## config.mk

```make
export PLATFORM = sky130hd
export DESIGN_NAME = utf8_text_sanitizer
export DESIGN_NICKNAME = d
export VERILOG_FILES = /design/src/design/uts_pkg.sv /design/src/design/uts_front.sv /design/src/design/uts_queue.sv /design/src/design/uts_back.sv /design/src/design/utf8_text_sanitizer.sv
export SDC_FILE = /design/constraint.sdc
export NUM_CORES = 1
export LEC_CHECK = 0
export BUFFER_PORTS_ARGS = -buffer_cell sky130_fd_sc_hd__buf_2
export CORE_AREA = 2 2 194 196
export DETAILED_ROUTE_END_ITERATION = 7
export DIE_AREA = 0 0 196 198
export PLACE_DENSITY_LB_ADDON = 0.15
export SLEW_MARGIN = 20
export SYNTH_ARGS = -nofsm -noshare
export SYNTH_HDL_FRONTEND = slang
export SYNTH_SLANG_ARGS = --single-unit
export TNS_END_PERCENT = 50
```

## constraint.sdc

```tcl
create_clock -name clk -period 14.6 [get_ports clk]
set_clock_uncertainty 0.2 [all_clocks]
set_input_delay 2.92 -clock clk [delete_from_list [all_inputs] [get_ports clk]]
set_output_delay 2.92 -clock clk [all_outputs]
set_load 0.005 [all_outputs]
```

## src/design/uts_pkg.sv

```systemverilog
`timescale 1ns / 1ps
// ----------------------------------------------------------------------------
// uts_pkg
// types and constants shared by the text sanitizer modules
// ----------------------------------------------------------------------------
package uts_pkg;

    localparam int COUNT_BITS = 10;
    localparam int LIMIT_BITS = 10;
    localparam int CMP_BITS   = (COUNT_BITS > LIMIT_BITS) ? COUNT_BITS : LIMIT_BITS;
    localparam int MAX_OUT    = 5;
    localparam int NUM_BITS   = 3;
    localparam int HOLD_DEPTH = 3;
    localparam int QDEPTH     = 4;
    localparam int QPTR_BITS  = 2;

    localparam logic [LIMIT_BITS-1:0] LIMIT_RESET = LIMIT_BITS'(640);
    localparam logic [COUNT_BITS-1:0] COUNT_MAX   = {COUNT_BITS{1'b1}};

    localparam logic [7:0] QMARK    = 8'h3f;
    localparam logic [7:0] SPACE    = 8'h20;
    localparam logic [7:0] NEWLINE  = 8'h0a;
    localparam logic [7:0] LEAD2_LO = 8'hc2;
    localparam logic [7:0] LEAD2_HI = 8'hdf;
    localparam logic [7:0] LEAD3_LO = 8'he0;
    localparam logic [7:0] LEAD3_HI = 8'hef;
    localparam logic [7:0] LEAD4_LO = 8'hf0;
    localparam logic [7:0] LEAD4_HI = 8'hf4;
    localparam logic [7:0] LEAD_E0  = 8'he0;
    localparam logic [7:0] LEAD_ED  = 8'hed;
    localparam logic [7:0] LEAD_F0  = 8'hf0;
    localparam logic [7:0] LEAD_F4  = 8'hf4;
    localparam logic [7:0] MIN_E0   = 8'ha0;
    localparam logic [7:0] MAX_ED   = 8'h9f;
    localparam logic [7:0] MIN_F0   = 8'h90;
    localparam logic [7:0] MAX_F4   = 8'h8f;

    typedef struct packed {
        logic [7:0] data_byte;
        logic       last;
    } in_item_t;

    typedef struct packed {
        logic [7:0] out_byte;
        logic       end_of_text;
    } out_item_t;

    typedef struct packed {
        logic [NUM_BITS-1:0]    num;
        logic [MAX_OUT-1:0][7:0] bytes;
        logic [MAX_OUT-1:0]     eot;
    } job_t;

endpackage

```

## src/design/uts_front.sv

```systemverilog
`timescale 1ns / 1ps
// ----------------------------------------------------------------------------
// uts_front
// accepts input bytes, tracks the utf-8 sequence and limit, builds result jobs
// ----------------------------------------------------------------------------
module uts_front
    import uts_pkg::*;
(
    input  logic                  clk,
    input  logic                  rst_n,
    input  logic                  cfg_wr_en,
    input  logic [LIMIT_BITS-1:0] cfg_wr_data,
    input  logic                  in_valid,
    output logic                  in_ready,
    input  in_item_t              in_item,
    input  logic                  q_full,
    output logic                  q_push,
    output job_t                  q_job
);

    logic [LIMIT_BITS-1:0] limit_reg;
    logic [1:0]            held_count_reg, held_count_next;
    logic [2:0]            exp_len_reg, exp_len_next;
    logic [COUNT_BITS-1:0] consumed_reg, consumed_next;
    logic                  lim_hit_reg, lim_hit_next;
    logic [HOLD_DEPTH-1:0][7:0] held_reg, held_next;
    logic                  accept;

    assign in_ready = !q_full;
    assign accept   = in_valid && in_ready;

    always_comb
    begin
        logic [7:0]          b;
        logic [NUM_BITS-1:0] n;
        logic                ok;
        logic                do_start;
        logic [2:0]          len;

        b               = in_item.data_byte;
        n               = '0;
        ok              = 1'b0;
        do_start        = 1'b0;
        len             = 3'd0;
        held_count_next = held_count_reg;
        exp_len_next    = exp_len_reg;
        consumed_next   = consumed_reg;
        lim_hit_next    = lim_hit_reg;
        held_next       = held_reg;
        q_job           = '0;

        // limit check before the byte
        if (!lim_hit_next && (CMP_BITS'(consumed_next) >= CMP_BITS'(limit_reg)))
        begin
            lim_hit_next = 1'b1;
            for (int i = 0; i < HOLD_DEPTH; i++)
            begin
                if (2'(i) < held_count_next)
                begin
                    q_job.bytes[n] = QMARK;
                    n = n + 1'b1;
                end
            end
            held_count_next = '0;
            exp_len_next    = '0;
        end

        if (!lim_hit_next)
        begin
            if (held_count_next == 2'd0)
            begin
                do_start = 1'b1;
            end
            else
            begin
                ok = (b[7:6] == 2'b10);
                if (ok && held_count_next == 2'd1)
                begin
                    if (held_next[0] == LEAD_E0 && b < MIN_E0) ok = 1'b0;
                    if (held_next[0] == LEAD_ED && b > MAX_ED) ok = 1'b0;
                    if (held_next[0] == LEAD_F0 && b < MIN_F0) ok = 1'b0;
                    if (held_next[0] == LEAD_F4 && b > MAX_F4) ok = 1'b0;
                end
                if (!ok)
                begin
                    for (int i = 0; i < HOLD_DEPTH; i++)
                    begin
                        if (2'(i) < held_count_next)
                        begin
                            q_job.bytes[n] = QMARK;
                            n = n + 1'b1;
                        end
                    end
                    held_count_next = '0;
                    exp_len_next    = '0;
                    do_start        = 1'b1;
                end
                else if (({1'b0, held_count_next} + 3'd1) >= exp_len_next)
                begin
                    for (int i = 0; i < HOLD_DEPTH; i++)
                    begin
                        if (2'(i) < held_count_next)
                        begin
                            q_job.bytes[n] = held_next[i];
                            n = n + 1'b1;
                        end
                    end
                    q_job.bytes[n] = b;
                    n = n + 1'b1;
                    held_count_next = '0;
                    exp_len_next    = '0;
                end
                else
                begin
                    held_next[held_count_next] = b;
                    held_count_next = held_count_next + 2'd1;
                end
            end

            if (do_start)
            begin
                if (!b[7])
                begin
                    q_job.bytes[n] = (b < SPACE && b != NEWLINE) ? SPACE : b;
                    n = n + 1'b1;
                end
                else
                begin
                    if (b >= LEAD2_LO && b <= LEAD2_HI)
                        len = 3'd2;
                    else if (b >= LEAD3_LO && b <= LEAD3_HI)
                        len = 3'd3;
                    else if (b >= LEAD4_LO && b <= LEAD4_HI)
                        len = 3'd4;
                    if (len == 3'd0)
                    begin
                        q_job.bytes[n] = QMARK;
                        n = n + 1'b1;
                    end
                    else
                    begin
                        held_next[0]    = b;
                        held_count_next = 2'd1;
                        exp_len_next    = len;
                    end
                end
            end

            if (consumed_next != COUNT_MAX)
                consumed_next = consumed_next + 1'b1;

            // limit check after the byte
            if (CMP_BITS'(consumed_next) >= CMP_BITS'(limit_reg))
            begin
                lim_hit_next = 1'b1;
                for (int i = 0; i < HOLD_DEPTH; i++)
                begin
                    if (2'(i) < held_count_next)
                    begin
                        q_job.bytes[n] = QMARK;
                        n = n + 1'b1;
                    end
                end
                held_count_next = '0;
                exp_len_next    = '0;
            end
        end

        if (in_item.last)
        begin
            for (int i = 0; i < HOLD_DEPTH; i++)
            begin
                if (2'(i) < held_count_next)
                begin
                    q_job.bytes[n] = QMARK;
                    n = n + 1'b1;
                end
            end
            held_count_next = '0;
            exp_len_next    = '0;
            q_job.bytes[n]  = 8'h00;
            q_job.eot[n]    = 1'b1;
            n = n + 1'b1;
            consumed_next   = '0;
            lim_hit_next    = 1'b0;
        end

        q_job.num = n;
    end

    assign q_push = accept && (q_job.num != '0);

    always_ff @(posedge clk or negedge rst_n)
    begin
        if (!rst_n)
        begin
            limit_reg      <= LIMIT_RESET;
            held_count_reg <= '0;
            exp_len_reg    <= '0;
            consumed_reg   <= '0;
            lim_hit_reg    <= 1'b0;
        end
        else
        begin
            if (cfg_wr_en)
                limit_reg <= cfg_wr_data;
            if (accept)
            begin
                held_count_reg <= held_count_next;
                exp_len_reg    <= exp_len_next;
                consumed_reg   <= consumed_next;
                lim_hit_reg    <= lim_hit_next;
            end
        end
    end

    always_ff @(posedge clk)
    begin
        if (accept)
            held_reg <= held_next;
    end

endmodule

```

## src/design/uts_queue.sv

```systemverilog
`timescale 1ns / 1ps
// ----------------------------------------------------------------------------
// uts_queue
// short job queue between the front and back parts
// ----------------------------------------------------------------------------
module uts_queue
    import uts_pkg::*;
(
    input  logic clk,
    input  logic rst_n,
    input  logic push,
    input  job_t push_job,
    output logic full,
    input  logic pop,
    output logic not_empty,
    output job_t pop_job
);

    job_t                 slot_reg [QDEPTH];
    logic [QPTR_BITS-1:0] wr_ptr_reg, rd_ptr_reg;
    logic [QPTR_BITS:0]   count_reg;
    logic                 do_push, do_pop;

    assign full      = (count_reg == (QPTR_BITS+1)'(QDEPTH));
    assign not_empty = (count_reg != '0);
    assign pop_job   = slot_reg[rd_ptr_reg];
    assign do_push   = push && !full;
    assign do_pop    = pop && not_empty;

    always_ff @(posedge clk or negedge rst_n)
    begin
        if (!rst_n)
        begin
            wr_ptr_reg <= '0;
            rd_ptr_reg <= '0;
            count_reg  <= '0;
        end
        else
        begin
            if (do_push)
                wr_ptr_reg <= wr_ptr_reg + 1'b1;
            if (do_pop)
                rd_ptr_reg <= rd_ptr_reg + 1'b1;
            if (do_push && !do_pop)
                count_reg <= count_reg + 1'b1;
            else if (do_pop && !do_push)
                count_reg <= count_reg - 1'b1;
        end
    end

    always_ff @(posedge clk)
    begin
        if (do_push)
            slot_reg[wr_ptr_reg] <= push_job;
    end

endmodule

```

## src/design/uts_back.sv

```systemverilog
`timescale 1ns / 1ps
// ----------------------------------------------------------------------------
// uts_back
// unpacks queued jobs into one output item per cycle while out_ready is high
// ----------------------------------------------------------------------------
module uts_back
    import uts_pkg::*;
(
    input  logic      clk,
    input  logic      rst_n,
    input  logic      q_not_empty,
    input  job_t      q_job,
    output logic      q_pop,
    output logic      out_valid,
    input  logic      out_ready,
    output out_item_t out_item
);

    job_t                cur_reg;
    logic                cur_valid_reg;
    logic [NUM_BITS-1:0] pos_reg;
    logic                done;

    assign done      = out_ready && (pos_reg == cur_reg.num - 1'b1);
    assign q_pop     = q_not_empty && (!cur_valid_reg || done);
    assign out_valid = cur_valid_reg;

    always_comb
    begin
        out_item.out_byte    = cur_reg.bytes[pos_reg];
        out_item.end_of_text = cur_reg.eot[pos_reg];
    end

    always_ff @(posedge clk or negedge rst_n)
    begin
        if (!rst_n)
        begin
            cur_valid_reg <= 1'b0;
            pos_reg       <= '0;
        end
        else
        begin
            if (q_pop)
            begin
                cur_valid_reg <= 1'b1;
                pos_reg       <= '0;
            end
            else if (cur_valid_reg && done)
            begin
                cur_valid_reg <= 1'b0;
                pos_reg       <= '0;
            end
            else if (cur_valid_reg && out_ready)
            begin
                pos_reg <= pos_reg + 1'b1;
            end
        end
    end

    always_ff @(posedge clk)
    begin
        if (q_pop)
            cur_reg <= q_job;
    end

endmodule

```

## src/design/utf8_text_sanitizer.sv

```systemverilog
`timescale 1ns / 1ps
// ----------------------------------------------------------------------------
// utf8_text_sanitizer
// utf-8 check with '?' replacement, control byte cleanup and byte limit
//
// input channel in_valid/in_ready/in_item carries one source byte per item,
// with last set on the final byte of a string. output channel
// out_valid/out_ready/out_item carries sanitized bytes, then one terminator
// item (byte 0, end_of_text set) after each string.
// cfg_wr_en/cfg_wr_data write byte_limit (reset 640); the user must write it
// only while idle; the block does not enforce this. the front takes
// one byte per cycle while the queue is not full and turns it into a job of 0
// to 5 output items; a 4-entry job queue feeds the back, which sends one item
// per cycle while out_ready is high. a job is registered in the queue, then
// in the back's current-job register, before out_valid rises. throughput is
// one input per cycle while outputs keep pace; jobs of several items (a
// 4-byte sequence gives 4 items at once) drain slower than they arrive, fill
// the queue, and then in_ready drops until the back frees an entry.
// if out_ready stays low, the queue fills and the input stalls; no item is
// lost. reset clears the sequence state, counts, queue and output stage.
// ----------------------------------------------------------------------------
module utf8_text_sanitizer
    import uts_pkg::*;
(
    input  logic                  clk,
    input  logic                  rst_n,
    input  logic                  cfg_wr_en,
    input  logic [LIMIT_BITS-1:0] cfg_wr_data,
    input  logic                  in_valid,
    output logic                  in_ready,
    input  in_item_t              in_item,
    output logic                  out_valid,
    input  logic                  out_ready,
    output out_item_t             out_item
);

    logic q_full, q_push, q_pop, q_not_empty;
    job_t push_job, pop_job;

    uts_front u_front (
        .clk         (clk),
        .rst_n       (rst_n),
        .cfg_wr_en   (cfg_wr_en),
        .cfg_wr_data (cfg_wr_data),
        .in_valid    (in_valid),
        .in_ready    (in_ready),
        .in_item     (in_item),
        .q_full      (q_full),
        .q_push      (q_push),
        .q_job       (push_job)
    );

    uts_queue u_queue (
        .clk       (clk),
        .rst_n     (rst_n),
        .push      (q_push),
        .push_job  (push_job),
        .full      (q_full),
        .pop       (q_pop),
        .not_empty (q_not_empty),
        .pop_job   (pop_job)
    );

    uts_back u_back (
        .clk         (clk),
        .rst_n       (rst_n),
        .q_not_empty (q_not_empty),
        .q_job       (pop_job),
        .q_pop       (q_pop),
        .out_valid   (out_valid),
        .out_ready   (out_ready),
        .out_item    (out_item)
    );

endmodule

```

==> summary.txt <==
Global routing
  – First-pass GRT wire length: 69100 um
  – Gr usage total: 23.4%
  – Total gr overflow: 0
  – Number of global-route vias before repair: 11258
  – Initial antenna violation count: 0
  – Largest net degree at the start of global routing: 52

STA
  – Fin. max-slew vios: 0
  – Relative slew slack: 30.5%
  – Tcrit/Tclk final: 88.2%
  – Hold Vio Cnt, Final: 0
  – RSZ-0062 raised after global routing: false
  – Fin Hold WS: 0.296 ns
  – F_max: 0.0777 GHz
  – Setup TNS: 0 ns
  – Crit path time final: 12.87 ns
  – Final Setup Violations: 0
  – Worst Tran Pin Value: 1.03 ns

Synth
  – Syn Nets: 1469
  – Number of synthesis warnings: 0
  – Syn Area/Cell: 11.7 sq um
  – Share of synthesized registers carrying an async set or reset: 12.3%
  – Main area contributors after synthesis: edfxtp_1 (49%), mux4_2 (6.8%), dfrtp_1 (5.4%), ha_1 (4.0%), nand2_1 (3.6%)
  – Post-Syn Area: 16300 sq um
  – Post-synthesis sequential area ratio: 54.3%
  – FF+latch count, synth: 301
  – Cells after Synth: 1392
  – Post-synth EDFFs: 264
  – Synth top area share: 48.6%
  – Ys flop type: edfxtp_1
  – Yosys cell types: 88
  – Count leader, synth: edfxtp_1
  – Commonest cells post-synth: edfxtp_1 (264), nand2_1 (155), nor2_1 (103), a21oi_1 (87), o21ai_0 (73)
  – Area leader, netlist: edfxtp_1

Route
  – Routed length per instance: 23.5 um
  – Routed WL: 44700 um
  – Iteration-0 DRC count of the detailed router: 1294
  – Routed Antenna Nets: 0
  – Via count: 11762
  – Residual DRC: 0
  – Pre-Repair DR Iteration Count: 6
  – Vias/cell: 6.18

Final layout
  – Largest register FFs: 192
  – Core Util, Final: 48.8%
  – Share of cells above drive strength 1: 13.4%
  – Post-Layout Inst Area: 18000 sq um
  – Layout area overhead: 10.4%
  – Ant diodes: 0
  – Final net count: 1484

Critical path
  – CP bufs+invs: 9
  – Maximum fanout along the worst path: 21
  – Worst r2r src: u_front.limit_reg[9]$_DFFE_PN1P_
  – CP Launch Type: flop
  – Critical Path Most Common Cell: ha_1
  – FF-to-FF End: u_queue.count_reg[1]$_DFFE_PN0P_
  – Worst Path Arrival: 13.08 ns
  – Critical path endpoint category: flop
  – Worst endpoint required time: 14.81 ns
  – Top delay family on crit path: adder cells
  – Critical path class: reg2reg
  – R2R Setup Slk: 1.73 ns
  – Worst path slowest cell: a21oi_2
  – Register-to-Register Path Depth: 55
  – Critical path's largest stage delay: 0.61 ns

Run
  – Max-cap violations: 0

Hold path
  – WHS Endpoint: u_queue.count_reg[2]$_DFFE_PN0P_
  – Min-Delay Path Class: reg2reg
  – Hold_sp: u_queue.count_reg[2]$_DFFE_PN0P_
  – Hold Path Depth: 1

Pwr
  – LEAKAGE: 6.34 nW
  – Max VDD drop: 0.0835 mV
  – Pwr Density: 195 nW/um^2

Clock tree
  – Clock Tree Buf Depth: 3
  – CTS resizes: 0
  – Post-CTS setup buffer count: 0
  – Root Buffer: clkbuf_16
  – CTS clk-pin slew, worst paths: 0.06 ns
  – CTS tree: yes
  – Num CTS Buffers: 34
  – Clock net sink count: 301
  – H-tree Lvls: 2
  – Clock latency on the worst-skew pair: 0.53 ns
  – Hold_buf cts: 0

Place
  – RePlAce Congestion: 0.938
  – Detailed placement HPWL: 31400 um
  – IO buf count: 34
  – Placed Area: 17000 sq um

Die
  – Die Outline Area: 38800 sq um
  – Starting density of the core: 44.2%
  – Core box area: 37000 sq um
  – Die W: 196 um
  – IO Pins: 35
  – Die H: 198 um
  – Std-Cell Rows: 71

Outcome
  – Status: complete, no violations
==> cells by family (layout without fill, tap and decap cells) <==
group / Yosys count / count (layout) / synth area share [%]
buffers and inverters: 126 / 164 / 2.98
adders and majority gates: 53 / 53 / 4.11
AOI/OAI and AO/OA: 394 / 394 / 16.7
muxes: 77 / 77 / 8.55
xor gates and xnor gates: 36 / 36 / 2.02
DFF: 301 / 301 / 54.3
and+or+nand+nor: 405 / 405 / 11.4
==> where the power goes <==
part	switching (mW)	total (mW)	internal, mW
clock network	0.334	0.791	0.457
registers	0.101	1.40	1.30
logic	0.826	1.32	0.494
total	1.26	3.51	2.25
==> final cells by class <==
class,count,area [sq um]
Fill cell,3294,18900
Clock inverter,20,146
Inverter,52,195
Sequential cell,301,8860
Tap cell,474,593
Multi-Input combinational cell,965,7030
Clock buffer,39,891
Timing Repair Buffer,53,313
==> stage by stage <==
stage	setup slack [ns]	std cells	power, mW
floorplan	2.30	1392	2.33
global placement	2.20	1845	2.72
detailed placement	1.97	1845	2.74
CTS	1.91	1904	3.54
global route	0.834	1904	3.72
finish	1.73	1904	3.51
==> routing by layer <==
layer	vias up	share of wire [%]	GRT usage, %
li1	5442	-	-
met1	5754	44	32.6
met2	463	46	38.0
met3	103	6.3	3.49
met4	0	3.1	7.32
met5	-	0	0
==> how the worst max path moves through the flow <==
stage / depth (start not counted) / slack, ns / startpoint / end
3_3_place_gp: 55 / 2.20 / u_front.limit_reg[9]$_DFFE_PN1P_ / u_queue.count_reg[1]$_DFFE_PN0P_
3_5_place_dp: 55 / 1.97 / u_front.limit_reg[9]$_DFFE_PN1P_ / u_queue.count_reg[1]$_DFFE_PN0P_
2_1_floorplan: 37 / 2.30 / in_item[6] / u_queue.slot_reg[0][0]$_DFFE_PP_
5_1_grt: 55 / 0.83 / u_front.limit_reg[9]$_DFFE_PN1P_ / u_queue.count_reg[1]$_DFFE_PN0P_
6_report: 55 / 1.73 / u_front.limit_reg[9]$_DFFE_PN1P_ / u_queue.count_reg[1]$_DFFE_PN0P_
4_1_cts: 55 / 1.91 / u_front.limit_reg[9]$_DFFE_PN1P_ / u_queue.count_reg[1]$_DFFE_PN0P_
==> cells in the final DEF, fill, tap and decap left out, types with 16 or more instances in the layout <==
| cell type | count |
|---|---|
| edfxtp_1 | 264 |
| nand2_1 | 155 |
| nor2_1 | 98 |
| a21oi_1 | 87 |
| o21ai_0 | 73 |
| ha_1 | 52 |
| mux4_2 | 49 |
| inv_1 | 43 |
| nand3_1 | 41 |
| clkbuf_16 | 35 |
| buf_2 | 34 |
| dfrtp_1 | 33 |
| o22ai_1 | 28 |
| xnor2_1 | 25 |
| nor3_1 | 22 |
| mux2i_1 | 21 |
| a31oi_1 | 21 |
| buf_4 | 19 |
| a311oi_1 | 16 |
(Power assumes the default switching activity.)
